[config.mk]
export PLATFORM = sky130hd
export DESIGN_NAME = random_replacement_cache
export DESIGN_NICKNAME = d
export VERILOG_FILES = /design/src/rrc_pkg.sv /design/src/rrc_rem.sv /design/src/random_replacement_cache.sv
export SDC_FILE = /design/constraint.sdc
export NUM_CORES = 2
export LEC_CHECK = 0
export BUFFER_PORTS_ARGS = -buffer_cell sky130_fd_sc_hd__buf_2
export CORE_ASPECT_RATIO = 1.1
export CORE_MARGIN = 3
export CORE_UTILIZATION = 40
export CTS_CLUSTER_DIAMETER = 120
export CTS_CLUSTER_SIZE = 28
export DETAILED_ROUTE_END_ITERATION = 10
export PLACE_DENSITY_LB_ADDON = 0.05
export SYNTH_ARGS = -nofsm -noshare
export SYNTH_HDL_FRONTEND = slang
export SYNTH_SLANG_ARGS = --single-unit
[constraint.sdc]
create_clock -name i_clk -period 21.1 [get_ports i_clk]
set_clock_uncertainty 0.1 [all_clocks]
set_input_delay 4.22 -clock i_clk [delete_from_list [all_inputs] [get_ports i_clk]]
set_output_delay 4.22 -clock i_clk [all_outputs]
set_load 0.01 [all_outputs]
[src/rrc_pkg.sv]
// shared constants, types and helper functions of the random replacement cache
`timescale 1ns / 1ps

package rrc_pkg;

    localparam int MAX_SLOTS  = 64;
    localparam int SLOT_AW    = $clog2(MAX_SLOTS);
    localparam int CNT_W      = $clog2(MAX_SLOTS + 1);
    localparam int CAP_W      = 7;
    localparam int SEED_W     = 32;
    localparam int ID_W       = 64;
    localparam int CFG_IDX_W  = 1;
    localparam int CFG_DATA_W = 32;

    localparam logic [SEED_W-1:0] LFSR_MASK = 32'h8020_0003;

    typedef logic [CNT_W-1:0]   t_cnt;
    typedef logic [SLOT_AW-1:0] t_slot;

    typedef enum logic [CFG_IDX_W-1:0] {
        CFG_CAPACITY = 1'b0,
        CFG_SEED     = 1'b1
    } t_cfg_idx;

    // capacity in use: zero acts as one, saturates at the slot count
    function automatic t_cnt eff_cap(input logic [CAP_W-1:0] cap);
        logic [31:0] c;
        c = 32'(cap);
        if (c == 32'd0) begin
            c = 32'd1;
        end
        if (c > 32'(MAX_SLOTS)) begin
            c = 32'(MAX_SLOTS);
        end
        return CNT_W'(c);
    endfunction

    // one step of the right-shifting galois lfsr
    function automatic logic [SEED_W-1:0] lfsr_next(input logic [SEED_W-1:0] v);
        logic [SEED_W-1:0] s;
        s = v >> 1;
        if (v[0]) begin
            s = s ^ LFSR_MASK;
        end
        return s;
    endfunction

endpackage

[src/rrc_rem.sv]
// bit-serial restoring remainder unit: random value modulo capacity
`timescale 1ns / 1ps

module rrc_rem import rrc_pkg::*; (
    input  logic              i_clk,
    input  logic              i_rst_n,
    input  logic              i_start,
    input  logic [SEED_W-1:0] i_dividend,
    input  t_cnt              i_divisor,
    output logic              o_done,
    output t_slot             o_rem
);

    localparam int RCNT_W = $clog2(SEED_W);
    localparam logic [RCNT_W-1:0] LAST_STEP = RCNT_W'(SEED_W - 1);

    logic              r_busy;
    logic              r_done;
    logic [RCNT_W-1:0] r_cnt;
    logic [SEED_W-1:0] r_q;
    t_cnt              r_rem;
    t_cnt              r_div;

    logic [CNT_W:0]    w_shifted;
    logic [CNT_W:0]    w_diff;
    t_cnt              n_rem;

    always_comb begin
        w_shifted = {r_rem, r_q[SEED_W-1]};
        w_diff    = w_shifted - {1'b0, r_div};
        if (w_shifted >= {1'b0, r_div}) begin
            n_rem = w_diff[CNT_W-1:0];
        end else begin
            n_rem = w_shifted[CNT_W-1:0];
        end
    end

    always_ff @(posedge i_clk) begin
        if (!i_rst_n) begin
            r_busy <= 1'b0;
            r_done <= 1'b0;
            r_cnt  <= '0;
        end else begin
            r_done <= r_busy && (r_cnt == LAST_STEP);
            if (i_start) begin
                r_busy <= 1'b1;
                r_cnt  <= '0;
            end else if (r_busy) begin
                r_cnt <= r_cnt + RCNT_W'(1);
                if (r_cnt == LAST_STEP) begin
                    r_busy <= 1'b0;
                end
            end
        end
    end

    // datapath: one quotient bit per cycle
    always_ff @(posedge i_clk) begin
        if (i_start) begin
            r_q   <= i_dividend;
            r_rem <= '0;
            r_div <= i_divisor;
        end else if (r_busy) begin
            r_q   <= r_q << 1;
            r_rem <= n_rem;
        end
    end

    assign o_done = r_done;
    assign o_rem  = r_rem[SLOT_AW-1:0];

    a_rem_range: assert property (@(posedge i_clk) disable iff (!i_rst_n)
        r_done |-> (r_rem < r_div))
        else $error("remainder not below divisor");

    a_done_after_busy: assert property (@(posedge i_clk) disable iff (!i_rst_n)
        r_done |-> $past(r_busy))
        else $error("done without a running division");

    a_idle_count: assert property (@(posedge i_clk) disable iff (!i_rst_n)
        (!r_busy && !$past(i_start)) |-> (r_cnt == '0))
        else $error("step counter moved while idle");

endmodule

[src/random_replacement_cache.sv]
// top level of the random replacement cache: sequencer, slot memory and lfsr
`timescale 1ns / 1ps

// Fully associative store of up to MAX_SLOTS (64) 64-bit chunk identifiers.
// One beat on the input channel is a lookup (req_type 0) or a store
// (req_type 1); each gives exactly one result beat with hit, is_full and,
// for a store that misses in a full cache, the evicted identifier. The slots sit in a
// single-port-read memory, so a request is checked against the held
// identifiers by scanning them one slot per cycle with a single comparator.
// The scan stops at the first match or at the occupancy; a store that misses
// in a full cache then runs the bit-serial remainder of the lfsr value by the
// capacity, which picks the victim, and reads and overwrites that victim.
// o_stall is high from the accepted input beat until the result beat is
// placed in the output register; the output register lets a new input beat
// enter while the previous result still waits. The capacity register (index
// 0) takes effect on the next item: zero acts as one, values above 64 act as
// 64, and lowering it below the occupancy drops the upper slots. Writing the
// seed register (index 1) reloads the lfsr at once, zero loading as one.
// The user must write configuration only while no item is in flight (unenforced).
// The slot memory needs no clearing: only slots below the occupancy are ever used.

module random_replacement_cache import rrc_pkg::*; (
    input  logic                  i_clk,
    input  logic                  i_rst_n,
    // configuration write port
    input  logic                  i_cfg_we,
    input  logic [CFG_IDX_W-1:0]  i_cfg_index,
    input  logic [CFG_DATA_W-1:0] i_cfg_data,
    // request channel
    input  logic                  i_valid,
    output logic                  o_stall,
    input  logic                  i_req_type,
    input  logic [ID_W-1:0]       i_chunk_id,
    // result channel
    output logic                  o_valid,
    input  logic                  i_stall,
    output logic                  o_hit,
    output logic                  o_is_full,
    output logic                  o_evicted_valid,
    output logic [ID_W-1:0]       o_evicted_chunk
);

    typedef enum logic [5:0] {
        S_IDLE   = 6'b000001,
        S_SCAN   = 6'b000010,
        S_DECIDE = 6'b000100,
        S_MOD    = 6'b001000,
        S_EVRD   = 6'b010000,
        S_DONE   = 6'b100000
    } t_state;

    // sequencer and item registers
    t_state            r_state, n_state;
    logic              r_req,   n_req;
    logic [ID_W-1:0]   r_id,    n_id;
    t_slot             r_idx,   n_idx;
    logic              r_hit,   n_hit;
    logic              r_ev_valid, n_ev_valid;
    logic [ID_W-1:0]   r_ev_chunk, n_ev_chunk;
    t_slot             r_victim, n_victim;

    // architectural state
    t_cnt              r_occ,  n_occ;
    logic [CAP_W-1:0]  r_cap;
    logic [SEED_W-1:0] r_lfsr, n_lfsr;

    // output register
    logic              r_out_valid;
    logic              r_out_hit;
    logic              r_out_full;
    logic              r_out_ev_valid;
    logic [ID_W-1:0]   r_out_ev_chunk;

    // slot memory
    logic [ID_W-1:0]   r_slot_mem [MAX_SLOTS];
    logic [ID_W-1:0]   r_rdata;
    logic              w_rd_en;
    t_slot             w_rd_addr;
    logic              w_wr_en;
    t_slot             w_wr_addr;

    // remainder unit
    logic              w_rem_start;
    logic              w_rem_done;
    t_slot             w_rem;

    t_cnt              w_cap;
    t_cnt              w_cfg_cap;
    logic              w_in_beat;
    logic              w_out_free;
    logic              w_out_load;
    logic              w_scan_last;

    assign w_cap      = eff_cap(r_cap);
    assign w_cfg_cap  = eff_cap(i_cfg_data[CAP_W-1:0]);
    assign o_stall    = (r_state != S_IDLE);
    assign w_in_beat  = i_valid && (r_state == S_IDLE);
    assign w_out_free = !r_out_valid || !i_stall;
    assign w_scan_last = ((CNT_W'(r_idx) + CNT_W'(1)) == r_occ);

    rrc_rem u_rem (
        .i_clk      (i_clk),
        .i_rst_n    (i_rst_n),
        .i_start    (w_rem_start),
        .i_dividend (r_lfsr),
        .i_divisor  (w_cap),
        .o_done     (w_rem_done),
        .o_rem      (w_rem)
    );

    always_comb begin
        n_state     = r_state;
        n_req       = r_req;
        n_id        = r_id;
        n_idx       = r_idx;
        n_hit       = r_hit;
        n_ev_valid  = r_ev_valid;
        n_ev_chunk  = r_ev_chunk;
        n_victim    = r_victim;
        n_occ       = r_occ;
        n_lfsr      = r_lfsr;
        w_rd_en     = 1'b0;
        w_rd_addr   = '0;
        w_wr_en     = 1'b0;
        w_wr_addr   = r_victim;
        w_rem_start = 1'b0;
        w_out_load  = 1'b0;

        case (r_state)
            S_IDLE: begin
                if (w_in_beat) begin
                    n_req      = i_req_type;
                    n_id       = i_chunk_id;
                    n_idx      = '0;
                    n_hit      = 1'b0;
                    n_ev_valid = 1'b0;
                    n_ev_chunk = '0;
                    // first slot read goes out with the accepted beat
                    w_rd_en    = 1'b1;
                    w_rd_addr  = '0;
                    if (r_occ == '0) begin
                        n_state = S_DECIDE;
                    end else begin
                        n_state = S_SCAN;
                    end
                end
            end
            S_SCAN: begin
                // r_rdata holds slot r_idx
                if (r_rdata == r_id) begin
                    n_hit   = 1'b1;
                    n_state = S_DECIDE;
                end else if (w_scan_last) begin
                    n_state = S_DECIDE;
                end else begin
                    n_idx     = r_idx + SLOT_AW'(1);
                    w_rd_en   = 1'b1;
                    w_rd_addr = r_idx + SLOT_AW'(1);
                end
            end
            S_DECIDE: begin
                if (r_req && !r_hit) begin
                    if (r_occ < w_cap) begin
                        // append to the next free slot
                        w_wr_en   = 1'b1;
                        w_wr_addr = r_occ[SLOT_AW-1:0];
                        n_occ     = r_occ + CNT_W'(1);
                        n_state   = S_DONE;
                    end else begin
                        w_rem_start = 1'b1;
                        n_state     = S_MOD;
                    end
                end else begin
                    n_state = S_DONE;
                end
            end
            S_MOD: begin
                if (w_rem_done) begin
                    n_victim  = w_rem;
                    w_rd_en   = 1'b1;
                    w_rd_addr = w_rem;
                    n_state   = S_EVRD;
                end
            end
            S_EVRD: begin
                // victim contents are out, overwrite and step the lfsr
                n_ev_valid = 1'b1;
                n_ev_chunk = r_rdata;
                w_wr_en    = 1'b1;
                w_wr_addr  = r_victim;
                n_lfsr     = lfsr_next(r_lfsr);
                n_state    = S_DONE;
            end
            S_DONE: begin
                if (w_out_free) begin
                    w_out_load = 1'b1;
                    n_state    = S_IDLE;
                end
            end
            default: begin
                n_state = S_IDLE;
            end
        endcase

        // the user must write configuration only while idle; the block does not check
        if (i_cfg_we) begin
            if (i_cfg_index == CFG_CAPACITY) begin
                if (r_occ > w_cfg_cap) begin
                    n_occ = w_cfg_cap;
                end
            end else if (i_cfg_index == CFG_SEED) begin
                if (i_cfg_data[SEED_W-1:0] == '0) begin
                    n_lfsr = SEED_W'(1);
                end else begin
                    n_lfsr = i_cfg_data[SEED_W-1:0];
                end
            end
        end
    end

    always_ff @(posedge i_clk) begin
        if (!i_rst_n) begin
            r_state     <= S_IDLE;
            r_occ       <= '0;
            r_cap       <= CAP_W'(64);
            r_lfsr      <= SEED_W'(1);
            r_out_valid <= 1'b0;
        end else begin
            r_state <= n_state;
            r_occ   <= n_occ;
            r_lfsr  <= n_lfsr;
            if (i_cfg_we && (i_cfg_index == CFG_CAPACITY)) begin
                r_cap <= i_cfg_data[CAP_W-1:0];
            end
            if (w_out_load) begin
                r_out_valid <= 1'b1;
            end else if (!i_stall) begin
                r_out_valid <= 1'b0;
            end
        end
    end

    // item and result payload
    always_ff @(posedge i_clk) begin
        r_req      <= n_req;
        r_id       <= n_id;
        r_idx      <= n_idx;
        r_hit      <= n_hit;
        r_ev_valid <= n_ev_valid;
        r_ev_chunk <= n_ev_chunk;
        r_victim   <= n_victim;
        if (w_out_load) begin
            r_out_hit      <= r_hit;
            r_out_full     <= (r_occ == w_cap);
            r_out_ev_valid <= r_ev_valid;
            r_out_ev_chunk <= r_ev_chunk;
        end
    end

    // slot memory, registered read
    always_ff @(posedge i_clk) begin
        if (w_wr_en) begin
            r_slot_mem[w_wr_addr] <= r_id;
        end
        if (w_rd_en) begin
            r_rdata <= r_slot_mem[w_rd_addr];
        end
    end

    assign o_valid         = r_out_valid;
    assign o_hit           = r_out_hit;
    assign o_is_full       = r_out_full;
    assign o_evicted_valid = r_out_ev_valid;
    assign o_evicted_chunk = r_out_ev_chunk;

    a_occ_bound: assert property (@(posedge i_clk) disable iff (!i_rst_n)
        r_occ <= w_cap)
        else $error("occupancy above capacity");

    a_evict_full: assert property (@(posedge i_clk) disable iff (!i_rst_n)
        (r_out_valid && r_out_ev_valid) |-> (r_out_full && !r_out_hit))
        else $error("eviction reported without a full miss");

    a_lfsr_live: assert property (@(posedge i_clk) disable iff (!i_rst_n)
        r_lfsr != '0)
        else $error("lfsr locked at zero");

    a_scan_range: assert property (@(posedge i_clk) disable iff (!i_rst_n)
        (r_state == S_SCAN) |-> (CNT_W'(r_idx) < r_occ))
        else $error("scan beyond occupied slots");

endmodule
Yosys cells after proc, flatten, opt, wreduce, memory -nomap -nowiden
Memories as Yosys holds them, arrays and structs flattened. A register that Yosys moved wholly into a read port is not among the register bits.
Index checks and enable logic that the tools add are counted.
{"block": "word_totals", "n_memories": 1, "word_cells": 141, "out_inout_bits": 69, "ramBits": 4096, "ff_bits": 316}
{"name": "r_slot_mem", "words": 64, "width": 64, "rd": 1, "rd_clocked_by_memory_dff": 1, "wr": 1, "line_no": "random_replacement_cache.sv:75", "text": "logic [ID_W-1:0] r_slot_mem [MAX_SLOTS];"}
{"block": "op_classes", "magnitude_cmp": 5, "n_reduce_logical": 22, "add_sub_neg": 5, "bitwise": 3, "muxes": 64, "n_eq_ne": 19}
{"op": "32-bit 2-to-1 mux", "n": 7}
{"op": "64-bit one-hot mux with 2 select lines", "n": 1}
{"op": "6-bit 2-to-1 mux", "n": 16}
{"op": "7-bit 2-to-1 mux", "n": 11}
{"op": "64-bit == test", "n": 1}
{"op": "32-bit by 7-bit greater-than comparator with 1-bit output, second input constant", "n": 2}
{"op": "64-bit 2-to-1 mux", "n": 1}
{"op": "6-bit one-hot mux with 6 select lines", "n": 1}
{"op": "32-bit logical NOT", "n": 1}
{"op": "6-bit one-hot mux with 2 select lines", "n": 2}
{"op": "7-bit logical NOT", "n": 3}
{"op": "1-bit 2-to-1 mux", "n": 20}
{"op": "7-bit == test", "n": 2}
{"op": "2-bit != test, second input constant", "n": 5}
{"op": "8-bit by 7-bit greater-or-equal comparator with 1-bit output", "n": 1}
{"op": "4-bit AND reduction", "n": 2}
{"op": "6-bit by 1-bit adder with 7-bit output, second input constant", "n": 1}
{"op": "7-bit by 1-bit adder with 7-bit output, second input constant", "n": 1}
{"op": "7-bit greater-than comparator", "n": 1}
{"op": "7-bit less-than comparator", "n": 1}
{"op": "7-bit subtractor", "n": 1}
{"op": "6-bit by 1-bit adder with 6-bit output, second input constant", "n": 1}
{"op": "6-bit by 1-bit == test with 1-bit output, second input constant", "n": 1}
{"op": "6-bit by 2-bit == test with 1-bit output, second input constant", "n": 1}
{"op": "21 further kinds", "n": 34}

Logic depth before layout (Yosys ltp)
{"block": "logic_depth", "word_depth": 11, "mapped_depth": 16, "ltp_nobuf": 14}

Modules after synthesis
Synthesis repeated with hierarchy kept, for this count alone.
{"block": "hier_totals", "cells_unflattened": 11988, "hier_area_um2": 177734.2}
{"module": "random_replacement_cache", "n_inst": 1, "seq_area_each_um2": 132286.9, "cells_per_inst": 11783, "area_each_um2": 175086.7}
{"module": "rrc_rem", "n_inst": 1, "seq_area_each_um2": 1451.4, "cells_per_inst": 205, "area_each_um2": 2647.5}

Least setup slack after synthesis
OpenSTA, ideal clock, no wires.
{"block": "synth_path", "kind": "input to register", "startpoint": "in i_stall", "endpoint": "reg r_out_ev_chunk[0] (netlist: o_evicted_chunk[0]) (enable)", "setup_slack_ns": 12.992, "t_required_ns": 20.486, "path_stages": 1, "path_buffers": 0, "setup_ns": 0.514, "arrival_time_ns": 7.494, "path_cell_list": "a21oi_1"}
{"block": "synth_via", "elab_chain_len": 4}
{"item": "start: declaration", "line_no": "random_replacement_cache.sv:36", "text": "input logic i_stall,"}
{"item": "1-bit logical NOT"}
{"item": "1-bit logical OR", "line_no": "random_replacement_cache.sv:98", "text": "assign w_out_free = !r_out_valid || !i_stall;"}
{"item": "1-bit 2-to-1 mux", "line_no": "random_replacement_cache.sv:195", "text": "if (w_out_free) begin"}
{"item": "1-bit 2-to-1 mux", "line_no": "random_replacement_cache.sv:129", "text": "case (r_state)"}
{"item": "end signal: assignment", "line_no": "random_replacement_cache.sv:256", "text": "r_out_ev_chunk <= r_ev_chunk;"}
{"item": "end: declaration", "line_no": "random_replacement_cache.sv:72", "text": "logic [ID_W-1:0] r_out_ev_chunk;"}
Every way passes these cells.
A chain may end at the register's enable or synchronous reset.

Worst setup path in the final report
{"block": "layout_path", "startpoint": "reg r_id[5]", "endpoint": "reg r_rdata[21] (read register of r_slot_mem), data pin"}
{"block": "layout_via", "elab_chain_len": 3}
{"item": "start: declaration", "line_no": "random_replacement_cache.sv:55", "text": "logic [ID_W-1:0] r_id, n_id;"}
{"item": "start signal: assignment", "line_no": "random_replacement_cache.sv:246", "text": "r_id <= n_id;"}
{"item": "64-bit == test *", "line_no": "random_replacement_cache.sv:150", "text": "if (r_rdata == r_id) begin"}
{"item": "1-bit 2-to-1 mux or 6-bit 2-to-1 mux (tied branches)", "line_no": "random_replacement_cache.sv:150"}
{"item": "1-bit one-hot mux with 3 select lines or 6-bit one-hot mux with 2 select lines (tied branches)", "line_no": "random_replacement_cache.sv:129"}
{"item": "end: declaration", "line_no": "random_replacement_cache.sv:76", "text": "logic [ID_W-1:0] r_rdata;"}
Mark *: on every way between the ends. The rest lies on a longest branch, timed or not.

==> impl_summary.txt <==
----------------------------------------------------
[Worst setup path]
  Endpoint kind of the worst setup timing path ... register
  Critical path data arrival time ... 9.93 ns
  Type of origin of the critical path ... register
  Category of the critical setup timing path ... reg -> reg
  Required time at the worst-slack endpoint ... 21.71 ns
  Worst-path fanout max ... around 160

[STA]
  Hold violation total from the final report ... 0
  Worst-Margin Slew ... approximately 1.3 ns
  Final max-slew violation count ... 0
  Final critical path time including I/O delays and setup ... 9.32 ns
  Final sum of negative setup slack ... 0 ns
  Relative max-transition margin ... 0.126
  Final setup fails ... 0
  Final Cycle Share ... 0.442
  Unrepaired setup endpoints after global routing ... false
  Highest attainable clock frequency ... 107 MHz

[Routing]
  Remaining routing DRC violations ... 0
  Detailed-route vias per instance ... 6.15
  TritonRoute pass-1 iters ... 6
  Remaining antenna violation count after routing ... 0
  Sum of routed wire length over all layers ... 709 mm
  Initial DRC Count ... 17724
  Overall via count from detail_route ... 113174
  WL/cell ... about 38 um

[Yosys]
  Cell types with the largest area share after synthesis ... sky130_fd_sc_hd__edfxtp_1, sky130_fd_sc_hd__nand2_1, sky130_fd_sc_hd__nand3_1
  Largest area contributor in the netlist ... sky130_fd_sc_hd__edfxtp_1
  Number of warnings printed during yosys synthesis ... 0
  Mapped Nets ... 12760
  Netlist area before placement ... ~0.17 mm^2
  Share of synthesized flip-flops with an asynchronous set or reset ... 0
  Post-synth EDFFs ... 4409
  #FFs+latches synth ... 4476
  Proportion of synthesized chip area in sequential cells ... 0.769
  Post-synthesis average cell area ... approximately 14 um^2
  Share of the synthesized area in the top cell type ... 0.761
  Top FF cell, synth ... sky130_fd_sc_hd__edfxtp_1
  Gate count after technology mapping ... around 13000
  Distinct cells, synth ... 74

[Layout]
  Register area ... approximately 0.13 mm^2
  Proportion of layout cells with a drive suffix above 1 ... 0.0701
  Cell area after layout ... 0.188 mm^2
  Synthesis-to-finish area growth ... 7.91%
  Number of filler instances in the final layout ... between 30000 and 40000
  Final-stage net count ... 12703
  Multi-input combinational cell area ... between 0.03 and 0.04 mm^2

[Die]
  Boundary pin count ... approximately 170
  Overall die area ... 0.443 mm^2
  Vertical die dimension ... around 700 um
  Number of cell rows ... 253
  Initial cell density of the core ... 0.402
  Die Span X ... 635 um
  Area of the core ... 0.432 mm^2

[Place]
  PortBufs ... 171
  Final Wtd Congestion ... 0.831
  Standard cell area after detailed placement ... 0.183 mm^2
  Detail Placement HPWL ... 376 mm

[GRT]
  Antenna violations before repair ... 83
  Pin count of the biggest net entering global routing ... 158
  GRT Residual Overflow ... 0
  Number of global-route vias before repair ... between 100k and 150k
  Global-route wire length before repair ... 940 mm
  Global-route usage over all layers ... 0.311

[Clocking]
  Clock Tree Buf Depth ... 4
  Hold Buf Count CTS ... 0
  Clk sinks ... approximately 4500
  Clock tree from TritonCTS ... yes
  Resized cells post-CTS ... 0
  Number of CTS-inserted buffers ... 184
  Number of buffers added for setup after CTS ... 0
  Insertion delay to the later sink of the worst-skew pair ... 0.97 ns
  Worst-path clk slew ... 0.11 ns
  H-tree depth ... 4
  Root buffer cell ... sky130_fd_sc_hd__clkbuf_16

[Hold path]
  Classification of the worst-slack hold path ... reg -> reg

[Pwr]
  Worst voltage drop across the vdd grid ... 0.0642 mV
  Pwr dens ... 87.3 mW/mm^2
  Cell leakage power ... 0.0604 uW

[Status]
  Outcome ... complete, no violations

[Run]
  Max-capacitance violation count ... 0

----------------------------------------------------
## layout make-up
class,count,area share
diodes,73,0.000973
clock buffers,201,0.0253
clock inverters,11,0.000766
inverters,31,0.000660
multi-input cells,7320,0.199
flip-flops and latches,4476,0.712
well taps,5737,0.0382
repair buffers,560,0.0222
## cell usage in the layout, fill, tap and decap left out, types with 49 or more instances in the layout
master and count:
sky130_fd_sc_hd__xnor2_1 79, sky130_fd_sc_hd__a32oi_1 311, sky130_fd_sc_hd__a22oi_1 95, sky130_fd_sc_hd__buf_4 357, sky130_fd_sc_hd__a21oi_1 594, sky130_fd_sc_hd__nand3_1 1161
sky130_fd_sc_hd__nor2_1 90, sky130_fd_sc_hd__clkbuf_16 188, sky130_fd_sc_hd__and3_1 112, sky130_fd_sc_hd__nand4_1 145, sky130_fd_sc_hd__edfxtp_1 4409, sky130_fd_sc_hd__nor2_4 73
sky130_fd_sc_hd__mux2i_1 91, sky130_fd_sc_hd__o2111ai_1 66, sky130_fd_sc_hd__nand2_1 3708, sky130_fd_sc_hd__and2_1 77, sky130_fd_sc_hd__a31oi_1 103, sky130_fd_sc_hd__dfxtp_1 67
sky130_fd_sc_hd__or3_1 49, sky130_fd_sc_hd__a311oi_1 104, sky130_fd_sc_hd__a221o_1 59, sky130_fd_sc_hd__diode_2 73, sky130_fd_sc_hd__buf_2 171
## path summary, 6_finish.rpt
check | startpoint | endpoint | slack, ns | cells after the start
setup / recovery | r_id[5]$_DFFE_PP_ | r_rdata[21]$_DFFE_PP_ | 11.78 | 16
hold / removal | r_ev_chunk[6]$_SDFFCE_PN0P_ | o_evicted_chunk[6]$_DFFE_PP_ | 0.32 | 0
setup reg to reg | r_id[5]$_DFFE_PP_ | r_rdata[21]$_DFFE_PP_ | 11.78 | 16
hold reg to reg | r_ev_chunk[6]$_SDFFCE_PN0P_ | o_evicted_chunk[6]$_DFFE_PP_ | 0.32 | 0
## flip-flops by register name (all words and copies together), names as in the netlist, 7 cells and up
signal           cells
r_id                64
u_rem.r_div          7
u_rem.r_rem          7
r_slot_mem        4096
r_occ                7
r_cap                7
u_rem.r_q           32
r_rdata             64
r_lfsr              32
o_evicted_chunk     64
r_ev_chunk          64
## power breakdown
group,internal [uW],switching (uW)
sequential,10400,143
combinational,226,1170
clock,1630,2780
## synthesized netlist by cell type, drive strengths merged, types with 5 or more instances
cell     number
xnor2        81
xor2          7
mux2i        91
and4         15
nand3      1165
dfxtp        67
o211ai        6
nor2        169
nor2b         8
a221oi       32
a32oi       311
a21o         12
a22o         36
o22ai         8
clkbuf      332
edfxtp     4409
and3        112
nand2      3714
a32o         17
a2111oi      13
a311oi      104
a31oi       103
or3          50
a22oi        95
or4          16
a221o        59
o31ai         9
o2111ai      66
o31a          5
inv          30
nand2b       15
buf         471
ha           26
nor3         46
nor4         20
a21oi       597
and2         79
nand4       145
o21ai        24
a211oi       22
## worst max-delay path: stages (launching register included)
cell and delay [ns]:
sky130_fd_sc_hd__edfxtp_1 0.37, sky130_fd_sc_hd__buf_4 0.31, sky130_fd_sc_hd__xnor2_1 0.88, sky130_fd_sc_hd__nand4_1 0.64, sky130_fd_sc_hd__nor4_1 0.98, sky130_fd_sc_hd__and4_1 0.40
sky130_fd_sc_hd__buf_4 0.33, sky130_fd_sc_hd__o31a_2 0.29, sky130_fd_sc_hd__buf_4 0.63, sky130_fd_sc_hd__buf_12 0.58, sky130_fd_sc_hd__buf_4 0.75, sky130_fd_sc_hd__buf_4 0.65
sky130_fd_sc_hd__buf_12 0.58, sky130_fd_sc_hd__nand3_1 0.16, sky130_fd_sc_hd__and3_1 0.22, sky130_fd_sc_hd__a2111oi_0 0.49, sky130_fd_sc_hd__nand4_1 0.17
## stage by stage
step / hold WS (ns) / utilization / std cells / setup WS, ns / total power (uW)
6_report: 0.324 / 0.434 / 18409 / 11.78 / 16400
5_1_grt: 0.335 / 0.434 / 18398 / 11.46 / 16800
4_1_cts: 0.330 / 0.434 / 18336 / 11.95 / 16400
3_5_place_dp: 0.305 / 0.422 / 18124 / 11.99 / 12200
3_3_place_gp: 0.302 / 0.422 / 18124 / 12.13 / 12100
2_1_floorplan: 0.300 / - / 12630 / 12.99 / 11400
## logic make-up (layout without fill, tap and decap cells)
| logic type | after synthesis | count (layout) | share of synthesized area |
|---|---|---|---|
| compound gates | 1544 | 1544 | 0.0625 |
| buf+inv | 834 | 803 | 0.0205 |
| other cells | 0 | 73 | 0 |
| xor+xnor | 90 | 90 | 0.00474 |
| flops | 4476 | 4476 | 0.769 |
| simple gates | 5566 | 5566 | 0.136 |
| fa+ha+maj | 27 | 27 | 0.00198 |
| mux | 93 | 93 | 0.00537 |
## layer usage
| layer | wire length (um) | share of wire | track usage | vias up |
|---|---|---|---|---|
| met4 | 28200 | 0.040 | 0.108 | 16 |
| met5 | 112 | 0.00016 | 0 | - |
| li1 | - | - | - | 46609 |
| met3 | 62400 | 0.088 | 0.0503 | 900 |
| met1 | 286000 | 0.40 | 0.429 | 59710 |
| met2 | 331000 | 0.47 | 0.499 | 5939 |
Power figures use the tool's default switching activity.
